[src/hw/rtl/zsep_pkg.sv]
`default_nettype none
// ----------------------------------------------------------------------------
// zsep_pkg
// shared types and constants of the stored-entry zip parser
// ----------------------------------------------------------------------------
package zsep_pkg;

    // local file header layout
    localparam logic [31:0] SIG_LOCAL_HEADER = 32'h04034b50;
    localparam int          HEADER_BYTES     = 30;
    localparam logic [4:0]  OFS_SIG_LAST     = 5'd3;
    localparam logic [4:0]  OFS_METHOD_LO    = 5'd8;
    localparam logic [4:0]  OFS_METHOD_HI    = 5'd9;
    localparam logic [4:0]  OFS_SIZE_FIRST   = 5'd18;
    localparam logic [4:0]  OFS_SIZE_LAST    = 5'd21;
    localparam logic [4:0]  OFS_NAME_LO      = 5'd26;
    localparam logic [4:0]  OFS_NAME_HI      = 5'd27;
    localparam logic [4:0]  OFS_EXTRA_LO     = 5'd28;
    localparam logic [4:0]  OFS_HEADER_LAST  = 5'(HEADER_BYTES - 1);

    localparam logic [15:0] METHOD_STORED    = 16'd0;
    localparam logic [7:0]  SLASH_CHAR       = 8'h2F;

    // depth of the queue between parser and output stage
    localparam int          QUEUE_DEPTH      = 4;

    typedef enum logic [2:0] {
        KIND_NAME    = 3'd0,
        KIND_DATA    = 3'd1,
        KIND_KEPT    = 3'd2,
        KIND_DROPPED = 3'd3,
        KIND_TRUNC   = 3'd4
    } kind_t;

    // results caused by one archive byte: one or two, the second always a marker
    typedef struct packed {
        logic       two;
        kind_t      kind_a;
        logic [7:0] byte_a;
        kind_t      kind_b;
    } result_pair_t;

endpackage
`default_nettype wire

[src/hw/rtl/zip_stored_entry_parser.sv]
`default_nettype none
// ----------------------------------------------------------------------------
// zip_stored_entry_parser
// streaming parser of zip local entries that passes out stored entries
// ----------------------------------------------------------------------------
// The archive comes in one byte per item transfer, with end_of_archive on its
// final byte. Each 30-byte local header is parsed at the standard offsets; for
// a stored entry the name bytes and then the data bytes come out, followed by
// a kept marker, or a dropped marker when the name is empty or ends in '/'.
// Compressed entries are skipped silently, a bad signature silences the parser
// until the end of the archive, and an archive that stops in the name, extra
// field or data of a stored entry closes with a truncated marker. The parser
// takes one byte per cycle while its result queue (QUEUE_DEPTH pairs) has
// room; the output register sends one result per cycle when not stalled, so
// a byte that causes two results (its own byte plus a marker) takes two
// transfers; name and data runs sustain one byte per cycle without stalls.
// ----------------------------------------------------------------------------
module zip_stored_entry_parser
#(
    parameter int QUEUE_DEPTH = zsep_pkg::QUEUE_DEPTH
)
(
    input  wire logic       clk,
    input  wire logic       rst_n,
    // archive byte channel
    input  wire logic       item_valid,
    output logic            item_stall,
    input  wire logic [7:0] data_byte,
    input  wire logic       end_of_archive,
    // result channel
    output logic            result_valid,
    input  wire logic       result_stall,
    output logic [2:0]      kind,
    output logic [7:0]      out_byte,
    output logic            run_last
);

    // front to queue
    logic                   push;
    zsep_pkg::result_pair_t push_entry;
    logic                   queue_full;

    // queue to back
    logic                   queue_empty;
    zsep_pkg::result_pair_t queue_head;
    logic                   pop;

    // header parsing and phase tracking, one archive byte per transfer
    zsep_front u_front
    (
        .clk            (clk),
        .rst_n          (rst_n),
        .item_valid     (item_valid),
        .item_stall     (item_stall),
        .data_byte      (data_byte),
        .end_of_archive (end_of_archive),
        .queue_full     (queue_full),
        .push           (push),
        .push_entry     (push_entry)
    );

    // decouples the parser from stalls on the result side
    zsep_queue
    #(
        .DEPTH (QUEUE_DEPTH)
    )
    u_queue
    (
        .clk        (clk),
        .rst_n      (rst_n),
        .push       (push),
        .push_entry (push_entry),
        .pop        (pop),
        .full       (queue_full),
        .empty      (queue_empty),
        .head       (queue_head)
    );

    // output register, one result transfer at a time
    zsep_back u_back
    (
        .clk          (clk),
        .rst_n        (rst_n),
        .empty        (queue_empty),
        .head         (queue_head),
        .pop          (pop),
        .result_valid (result_valid),
        .result_stall (result_stall),
        .kind         (kind),
        .out_byte     (out_byte),
        .run_last     (run_last)
    );

endmodule
`default_nettype wire

[src/hw/rtl/zsep_front.sv]
`default_nettype none
// ----------------------------------------------------------------------------
// zsep_front
// header parser: tracks the entry phase and classifies each byte
// ----------------------------------------------------------------------------
module zsep_front
(
    input  wire logic                  clk,
    input  wire logic                  rst_n,
    input  wire logic                  item_valid,
    output logic                       item_stall,
    input  wire logic [7:0]            data_byte,
    input  wire logic                  end_of_archive,
    input  wire logic                  queue_full,
    output logic                       push,
    output zsep_pkg::result_pair_t     push_entry
);

    typedef enum logic [2:0] {
        PH_HEADER,
        PH_NAME,
        PH_EXTRA,
        PH_DATA,
        PH_HALT
    } phase_t;

    phase_t      phase_reg, phase_next;
    logic [4:0]  hidx_reg, hidx_next;
    logic [31:0] sig_reg, sig_next;
    logic [15:0] meth_reg, meth_next;
    logic [31:0] drem_reg, drem_next;
    logic [15:0] nrem_reg, nrem_next;
    logic [15:0] erem_reg, erem_next;
    logic [7:0]  fnc_reg, fnc_next;

    logic                  accept;
    logic                  adv;
    logic                  byte_res;
    zsep_pkg::kind_t       byte_kind;
    logic                  stored;
    logic [1:0]            cnt;
    zsep_pkg::result_pair_t entry;

    assign item_stall = queue_full;
    assign accept     = item_valid && !queue_full;

    always_comb
    begin
        phase_next = phase_reg;
        hidx_next  = hidx_reg;
        sig_next   = sig_reg;
        meth_next  = meth_reg;
        drem_next  = drem_reg;
        nrem_next  = nrem_reg;
        erem_next  = erem_reg;
        fnc_next   = fnc_reg;
        adv        = 1'b0;
        byte_res   = 1'b0;
        byte_kind  = zsep_pkg::KIND_NAME;
        cnt        = 2'd0;
        entry      = '0;

        if (accept)
        begin
            case (phase_reg)
                PH_HEADER:
                begin
                    if (hidx_reg <= zsep_pkg::OFS_SIG_LAST)
                    begin
                        sig_next = {data_byte, sig_reg[31:8]};
                        if (hidx_reg == zsep_pkg::OFS_SIG_LAST
                            && sig_next != zsep_pkg::SIG_LOCAL_HEADER)
                        begin
                            phase_next = PH_HALT;
                        end
                    end
                    else if (hidx_reg == zsep_pkg::OFS_METHOD_LO)
                    begin
                        meth_next = {8'd0, data_byte};
                    end
                    else if (hidx_reg == zsep_pkg::OFS_METHOD_HI)
                    begin
                        meth_next = {data_byte, meth_reg[7:0]};
                    end
                    else if (hidx_reg >= zsep_pkg::OFS_SIZE_FIRST
                             && hidx_reg <= zsep_pkg::OFS_SIZE_LAST)
                    begin
                        drem_next = {data_byte, drem_reg[31:8]};
                    end
                    else if (hidx_reg == zsep_pkg::OFS_NAME_LO)
                    begin
                        nrem_next = {8'd0, data_byte};
                    end
                    else if (hidx_reg == zsep_pkg::OFS_NAME_HI)
                    begin
                        nrem_next = {data_byte, nrem_reg[7:0]};
                    end
                    else if (hidx_reg == zsep_pkg::OFS_EXTRA_LO)
                    begin
                        erem_next = {8'd0, data_byte};
                    end
                    else if (hidx_reg == zsep_pkg::OFS_HEADER_LAST)
                    begin
                        erem_next = {data_byte, erem_reg[7:0]};
                    end

                    if (phase_next == PH_HEADER)
                    begin
                        if (hidx_reg >= zsep_pkg::OFS_HEADER_LAST)
                        begin
                            fnc_next  = 8'd0;
                            hidx_next = {4'd0, (nrem_next != 16'd0)};
                            adv       = 1'b1;
                        end
                        else
                        begin
                            hidx_next = hidx_reg + 5'd1;
                        end
                    end
                end
                PH_NAME:
                begin
                    nrem_next = nrem_reg - 16'd1;
                    fnc_next  = data_byte;
                    byte_res  = 1'b1;
                    byte_kind = zsep_pkg::KIND_NAME;
                    adv       = (nrem_next == 16'd0);
                end
                PH_EXTRA:
                begin
                    erem_next = erem_reg - 16'd1;
                    adv       = (erem_next == 16'd0);
                end
                PH_DATA:
                begin
                    drem_next = drem_reg - 32'd1;
                    byte_res  = 1'b1;
                    byte_kind = zsep_pkg::KIND_DATA;
                    adv       = (drem_next == 32'd0);
                end
                default:
                begin
                    // halted: bytes are ignored until the end of the archive
                end
            endcase
        end

        stored = (meth_next == zsep_pkg::METHOD_STORED);

        if (byte_res && stored)
        begin
            entry.kind_a = byte_kind;
            entry.byte_a = data_byte;
            cnt          = 2'd1;
        end

        // step to the next non-empty part of the entry, or finish it
        if (adv)
        begin
            if (nrem_next != 16'd0)
            begin
                phase_next = PH_NAME;
            end
            else if (erem_next != 16'd0)
            begin
                phase_next = PH_EXTRA;
            end
            else if (drem_next != 32'd0)
            begin
                phase_next = PH_DATA;
            end
            else
            begin
                if (stored)
                begin
                    if (cnt == 2'd0)
                    begin
                        entry.kind_a = (hidx_next == 5'd0 || fnc_next == zsep_pkg::SLASH_CHAR)
                                       ? zsep_pkg::KIND_DROPPED : zsep_pkg::KIND_KEPT;
                        cnt = 2'd1;
                    end
                    else
                    begin
                        entry.kind_b = (hidx_next == 5'd0 || fnc_next == zsep_pkg::SLASH_CHAR)
                                       ? zsep_pkg::KIND_DROPPED : zsep_pkg::KIND_KEPT;
                        cnt = 2'd2;
                    end
                end
                phase_next = PH_HEADER;
                hidx_next  = 5'd0;
            end
        end

        if (accept && end_of_archive)
        begin
            if ((phase_next == PH_NAME || phase_next == PH_EXTRA || phase_next == PH_DATA)
                && stored)
            begin
                if (cnt == 2'd0)
                begin
                    entry.kind_a = zsep_pkg::KIND_TRUNC;
                    cnt = 2'd1;
                end
                else
                begin
                    entry.kind_b = zsep_pkg::KIND_TRUNC;
                    cnt = 2'd2;
                end
            end
            phase_next = PH_HEADER;
            hidx_next  = 5'd0;
            sig_next   = 32'd0;
            meth_next  = 16'd0;
            drem_next  = 32'd0;
            nrem_next  = 16'd0;
            erem_next  = 16'd0;
            fnc_next   = 8'd0;
        end

        entry.two = cnt[1];
    end

    assign push       = accept && (cnt != 2'd0);
    assign push_entry = entry;

    always_ff @(posedge clk or negedge rst_n)
    begin
        if (!rst_n)
        begin
            phase_reg <= PH_HEADER;
            hidx_reg  <= 5'd0;
            sig_reg   <= 32'd0;
            meth_reg  <= 16'd0;
            drem_reg  <= 32'd0;
            nrem_reg  <= 16'd0;
            erem_reg  <= 16'd0;
            fnc_reg   <= 8'd0;
        end
        else
        begin
            phase_reg <= phase_next;
            hidx_reg  <= hidx_next;
            sig_reg   <= sig_next;
            meth_reg  <= meth_next;
            drem_reg  <= drem_next;
            nrem_reg  <= nrem_next;
            erem_reg  <= erem_next;
            fnc_reg   <= fnc_next;
        end
    end

endmodule
`default_nettype wire

[src/hw/rtl/zsep_queue.sv]
`default_nettype none
// ----------------------------------------------------------------------------
// zsep_queue
// short fifo of result pairs between parser and output stage
// ----------------------------------------------------------------------------
module zsep_queue
#(
    parameter int DEPTH = zsep_pkg::QUEUE_DEPTH
)
(
    input  wire logic                   clk,
    input  wire logic                   rst_n,
    input  wire logic                   push,
    input  wire zsep_pkg::result_pair_t push_entry,
    input  wire logic                   pop,
    output logic                        full,
    output logic                        empty,
    output zsep_pkg::result_pair_t      head
);

    localparam int PTR_W = (DEPTH > 1) ? $clog2(DEPTH) : 1;
    localparam int CNT_W = $clog2(DEPTH + 1);

    zsep_pkg::result_pair_t slots_reg [DEPTH];
    logic [PTR_W-1:0] wr_ptr_reg, wr_ptr_next;
    logic [PTR_W-1:0] rd_ptr_reg, rd_ptr_next;
    logic [CNT_W-1:0] count_reg, count_next;
    logic             do_push;
    logic             do_pop;

    assign full    = (count_reg == CNT_W'(DEPTH));
    assign empty   = (count_reg == '0);
    assign head    = slots_reg[rd_ptr_reg];
    assign do_push = push && !full;
    assign do_pop  = pop && !empty;

    always_comb
    begin
        wr_ptr_next = wr_ptr_reg;
        rd_ptr_next = rd_ptr_reg;
        count_next  = count_reg;
        if (do_push)
        begin
            wr_ptr_next = (wr_ptr_reg == PTR_W'(DEPTH - 1)) ? '0 : wr_ptr_reg + 1'b1;
        end
        if (do_pop)
        begin
            rd_ptr_next = (rd_ptr_reg == PTR_W'(DEPTH - 1)) ? '0 : rd_ptr_reg + 1'b1;
        end
        if (do_push && !do_pop)
        begin
            count_next = count_reg + 1'b1;
        end
        else if (do_pop && !do_push)
        begin
            count_next = count_reg - 1'b1;
        end
    end

    always_ff @(posedge clk)
    begin
        if (do_push)
        begin
            slots_reg[wr_ptr_reg] <= push_entry;
        end
    end

    always_ff @(posedge clk or negedge rst_n)
    begin
        if (!rst_n)
        begin
            wr_ptr_reg <= '0;
            rd_ptr_reg <= '0;
            count_reg  <= '0;
        end
        else
        begin
            wr_ptr_reg <= wr_ptr_next;
            rd_ptr_reg <= rd_ptr_next;
            count_reg  <= count_next;
        end
    end

endmodule
`default_nettype wire

[src/hw/rtl/zsep_back.sv]
`default_nettype none
// ----------------------------------------------------------------------------
// zsep_back
// output stage: serialises each result pair into single result transfers
// ----------------------------------------------------------------------------
module zsep_back
(
    input  wire logic                   clk,
    input  wire logic                   rst_n,
    input  wire logic                   empty,
    input  wire zsep_pkg::result_pair_t head,
    output logic                        pop,
    output logic                        result_valid,
    input  wire logic                   result_stall,
    output logic [2:0]                  kind,
    output logic [7:0]                  out_byte,
    output logic                        run_last
);

    logic       valid_reg, valid_next;
    logic       second_reg, second_next;
    logic [2:0] kind_reg, kind_next;
    logic [7:0] byte_reg, byte_next;
    logic       last_reg, last_next;
    logic       load;

    assign load = !empty && (!valid_reg || !result_stall);

    always_comb
    begin
        valid_next  = valid_reg && result_stall;
        second_next = second_reg;
        kind_next   = kind_reg;
        byte_next   = byte_reg;
        last_next   = last_reg;
        pop         = 1'b0;
        if (load)
        begin
            valid_next = 1'b1;
            if (second_reg)
            begin
                kind_next   = head.kind_b;
                byte_next   = 8'd0;
                last_next   = 1'b1;
                second_next = 1'b0;
                pop         = 1'b1;
            end
            else
            begin
                kind_next   = head.kind_a;
                byte_next   = head.byte_a;
                last_next   = !head.two;
                second_next = head.two;
                pop         = !head.two;
            end
        end
    end

    always_ff @(posedge clk or negedge rst_n)
    begin
        if (!rst_n)
        begin
            valid_reg  <= 1'b0;
            second_reg <= 1'b0;
        end
        else
        begin
            valid_reg  <= valid_next;
            second_reg <= second_next;
        end
    end

    always_ff @(posedge clk)
    begin
        kind_reg <= kind_next;
        byte_reg <= byte_next;
        last_reg <= last_next;
    end

    assign result_valid = valid_reg;
    assign kind         = kind_reg;
    assign out_byte     = byte_reg;
    assign run_last     = last_reg;

endmodule
`default_nettype wire
[config.mk]
export PLATFORM = sky130hd
export DESIGN_NAME = zip_stored_entry_parser
export DESIGN_NICKNAME = d
export VERILOG_FILES = /design/src/hw/rtl/zsep_pkg.sv /design/src/hw/rtl/zip_stored_entry_parser.sv /design/src/hw/rtl/zsep_front.sv /design/src/hw/rtl/zsep_queue.sv /design/src/hw/rtl/zsep_back.sv
export SDC_FILE = /design/constraint.sdc
export NUM_CORES = 1
export LEC_CHECK = 0
export CORE_AREA = 4 4 161 163
export CTS_CLUSTER_SIZE = 8
export DETAILED_ROUTE_END_ITERATION = 6
export DIE_AREA = 0 0 165 167
export DONT_BUFFER_PORTS = 1
export GPL_TIMING_DRIVEN = 0
export SLEW_MARGIN = 20
export SYNTH_ARGS = -nofsm -noshare
export SYNTH_HDL_FRONTEND = slang
export SYNTH_SLANG_ARGS = --single-unit
[constraint.sdc]
create_clock -name clk -period 6.7 [get_ports clk]
set_input_delay 1.34 -clock clk [delete_from_list [all_inputs] [get_ports clk]]
set_output_delay 1.34 -clock clk [all_outputs]
set_load 0.1 [all_outputs]
==> results.md <==
- Syn Inst Count: about 1300
- Sequential area share after synthesis: 0.4439
- Fin Setup TNS: 0 ns
- Starting density of the core: 0.4993
- P_leak: between 5 and 6 nW
- First-pass GRT wire length: 63930 µm
- Fraction of layout cells with a size suffix above 1: 0.07994
- Syn avg cell area: around 9.5 µm²
- Crit-path max FO: 10
- Vias per std cell: 6.641
- MaxCap Viol Count: 0
- GRT Total Usage: 0.2992
- CP endpoint kind: flip-flop
- FMAX: between 0.15 and 0.2 GHz
- Synth Warn #: 0
- DRT Wirelength: 41540 µm
- Largest buffer count on any clock path: 3
- Post-synth EDFFs: 72
- Slew Limit Fails: 0
- Clock Skew: between 0.02 and 0.025 ns
- Worst hold path type: input port to asynchronous set/reset pin
- R2R depth: 18
- Peak supply drop: 0.2594 mV
- Post-synth ARST share: 0.6418
- RR Endpoint: u_queue.count_reg[2]
- Crit start category: flip-flop
- # DRC: 0
- Setup violators final: 0
- Final period util: 0.9221
- Finished Layout Cells: approximately 1700
- Port bufs: 0
- Final hold violations: 0
- Syn nets: roughly 1300
- Pin count of the biggest net entering global routing: between 100 and 150
- Top Ports: 27
- Placed insts: ~1600
- Status: complete, no violations
- Synthesis-stage register bit count: around 200
- Total congestion overflow: 0
- Post-DRT Antenna Nets: 0
- Setup ws final: roughly 0.52 ns
- Nets: about 1300
- Core area: ~0.024 mm²
- Mapped Area: 0.01214 mm²
- Overall Power: 4.873 mW
- Flop-to-flop setup slack: 0.52 ns
- Critical Path RT: roughly 7 ns
- Initial antenna violation count: 0
- Iter 0 DRT Violations: roughly 1100
- Clock Latency Late Sink: 0.56 ns
- Post-CTS setup buffer count: 0
- Die ar.: 0.02756 mm²
- Drt pass-1 iters: 5
- Yosys top cell area share: 0.2658
- CTS tree: built
- DR WL/cell: around 25 µm
- Max reg flops: 60
- Synth Flop Type: dfrtp_1
- Detailed-route via count: ~11000
- Worst r2r src: u_queue.count_reg[0]
- Chip width: roughly 170 µm
- PD cells: 364.2 mW/mm²
- Die height: about 170 µm
- Vias in the first global route: ~11000
- Pre-CTS WS: just over 0.3 ns
- Antenna Diode Count: 0
- Area leader, netlist: dfrtp_1
- Total clock sinks: 201
- Final Wtd Congestion: about 1
- Tmin final: just over 6 ns
- Post-CTS sizing: 0
- Kind of critical path: flip-flop to flip-flop
- Post-cts hold buffer count: 0
- Worst rel slew slack: 0.3626
- Clk slew on worst S/H paths: around 0.050 ns
- H-Tree Depth: 1
- Hpwl dp: 29450 µm
- Worst Tran Pin Value: about 0.95 ns
- Largest cells by area after synthesis: dfrtp_1, edfxtp_1, nor2_1, nand2_1, mux4_2
- CP arrival: approximately 6.7 ns
- RSZ-0062 raised after global routing: false
- CTS buffer count: 29
- P&R area growth vs syn: 10.18%
- CTS Root Cell: clkbuf_16
- Synth cell types: 88
- Site Rows: between 50 and 60
worst max-delay path by stage:
stage	startpoint	to	depth (start not counted)
2_1_floorplan	item_valid	u_queue.count_reg[2]	15
6_report	u_queue.count_reg[0]	u_queue.count_reg[2]	18
5_1_grt	u_queue.count_reg[0]	u_queue.count_reg[2]	18
4_1_cts	u_queue.count_reg[0]	u_queue.count_reg[2]	18
3_3_place_gp	u_queue.count_reg[0]	u_queue.count_reg[2]	19
3_5_place_dp	item_valid	u_queue.count_reg[2]	15
layout make-up:
type,count,area (µm²)
fill,2230,10940
multi-input combinational,943,6216
sequential,201,5390
clock buffer,43,788.3
buffer,105,430.4
tap,324,405.4
inverter,31,116.4
clock inverter,2,25.02
timing repair buffer,1,7.507
layer usage:
layer,global-route usage,vias up,part of all wire
met5,0,-,0
met4,0.1295,0,0.047
met3,0.04869,122,0.080
met2,0.4659,586,0.46
met1,0.4130,5312,0.42
li1,-,4937,-
power by group:
part           switching, mW  leakage, nW  internal (mW)
clock                  0.536        0.394          0.800
sequential             0.420         2.42           1.46
combinational           1.05         2.51          0.604
total                   2.01         5.32           2.86
critical path, cell delays in order (launching register included):
cell and delay, ns:
dfrtp_1 0.43, or3b_1 0.14, buf_2 0.21, inv_2 0.06, buf_2 0.20, nor3_1 0.59, nand3_1 0.64, a2111oi_1 0.78
nand4_1 0.18, or4_1 0.61, nor4_4 0.44, nand4_4 0.30, a31oi_4 0.38, ha_1 0.25, inv_1 0.06, fa_1 0.37
xor2_1 0.17, nor2_1 0.11, xor2_1 0.17
cells in the final DEF, fill, tap and decap left out, types with 33 or more instances in the layout:
cell and instances:
nor4_1 39, nor2_1 142, a21oi_1 51, edfxtp_1 72, dfrtp_1 129, nand3_1 38, clkbuf_1 102, nand4_1 33
nand2_1 100, o21ai_0 48, nor3_1 49
synth_stat cells, drive strengths merged (13+ instances only):
library cell / number
dfrtp: 129
mux2i: 16
or4: 22
buf: 16
clkbuf: 89
mux4: 15
xnor2: 14
mux2: 15
nand3: 38
inv: 30
a211oi: 14
nor4: 43
or3: 14
a22oi: 21
nand2: 100
a21oi: 53
nor3: 52
nor3b: 13
a31oi: 24
nand4: 34
and3: 14
o21ai: 50
ha: 16
edfxtp: 72
nor2b: 16
and2: 24
nor2: 143
stage by stage:
| step | instance area [µm²] | hold WS (ns) | util |
|---|---|---|---|
| floorplan | 12140 | 0.4549 | - |
| global placement | 12550 | 0.4780 | 0.5160 |
| detailed placement | 12570 | 0.4780 | 0.5167 |
| CTS | 13380 | 0.4631 | 0.5501 |
| global route | 13380 | 0.4579 | 0.5501 |
| finish | 13380 | 0.4774 | 0.5501 |
cells by family after synthesis:
kind of cell,count (synthesis),synth area share
flip-flops,201,0.4439
XOR/XNOR,20,0.01443
AND/OR/NAND/NOR,566,0.2522
buffers and inverters,136,0.04492
adder cells (fa/ha/maj),17,0.01813
multiplexers,46,0.05554
AO/OA/AOI/OAI,294,0.1708
Note: power is estimated with default switching activity, not from simulation.
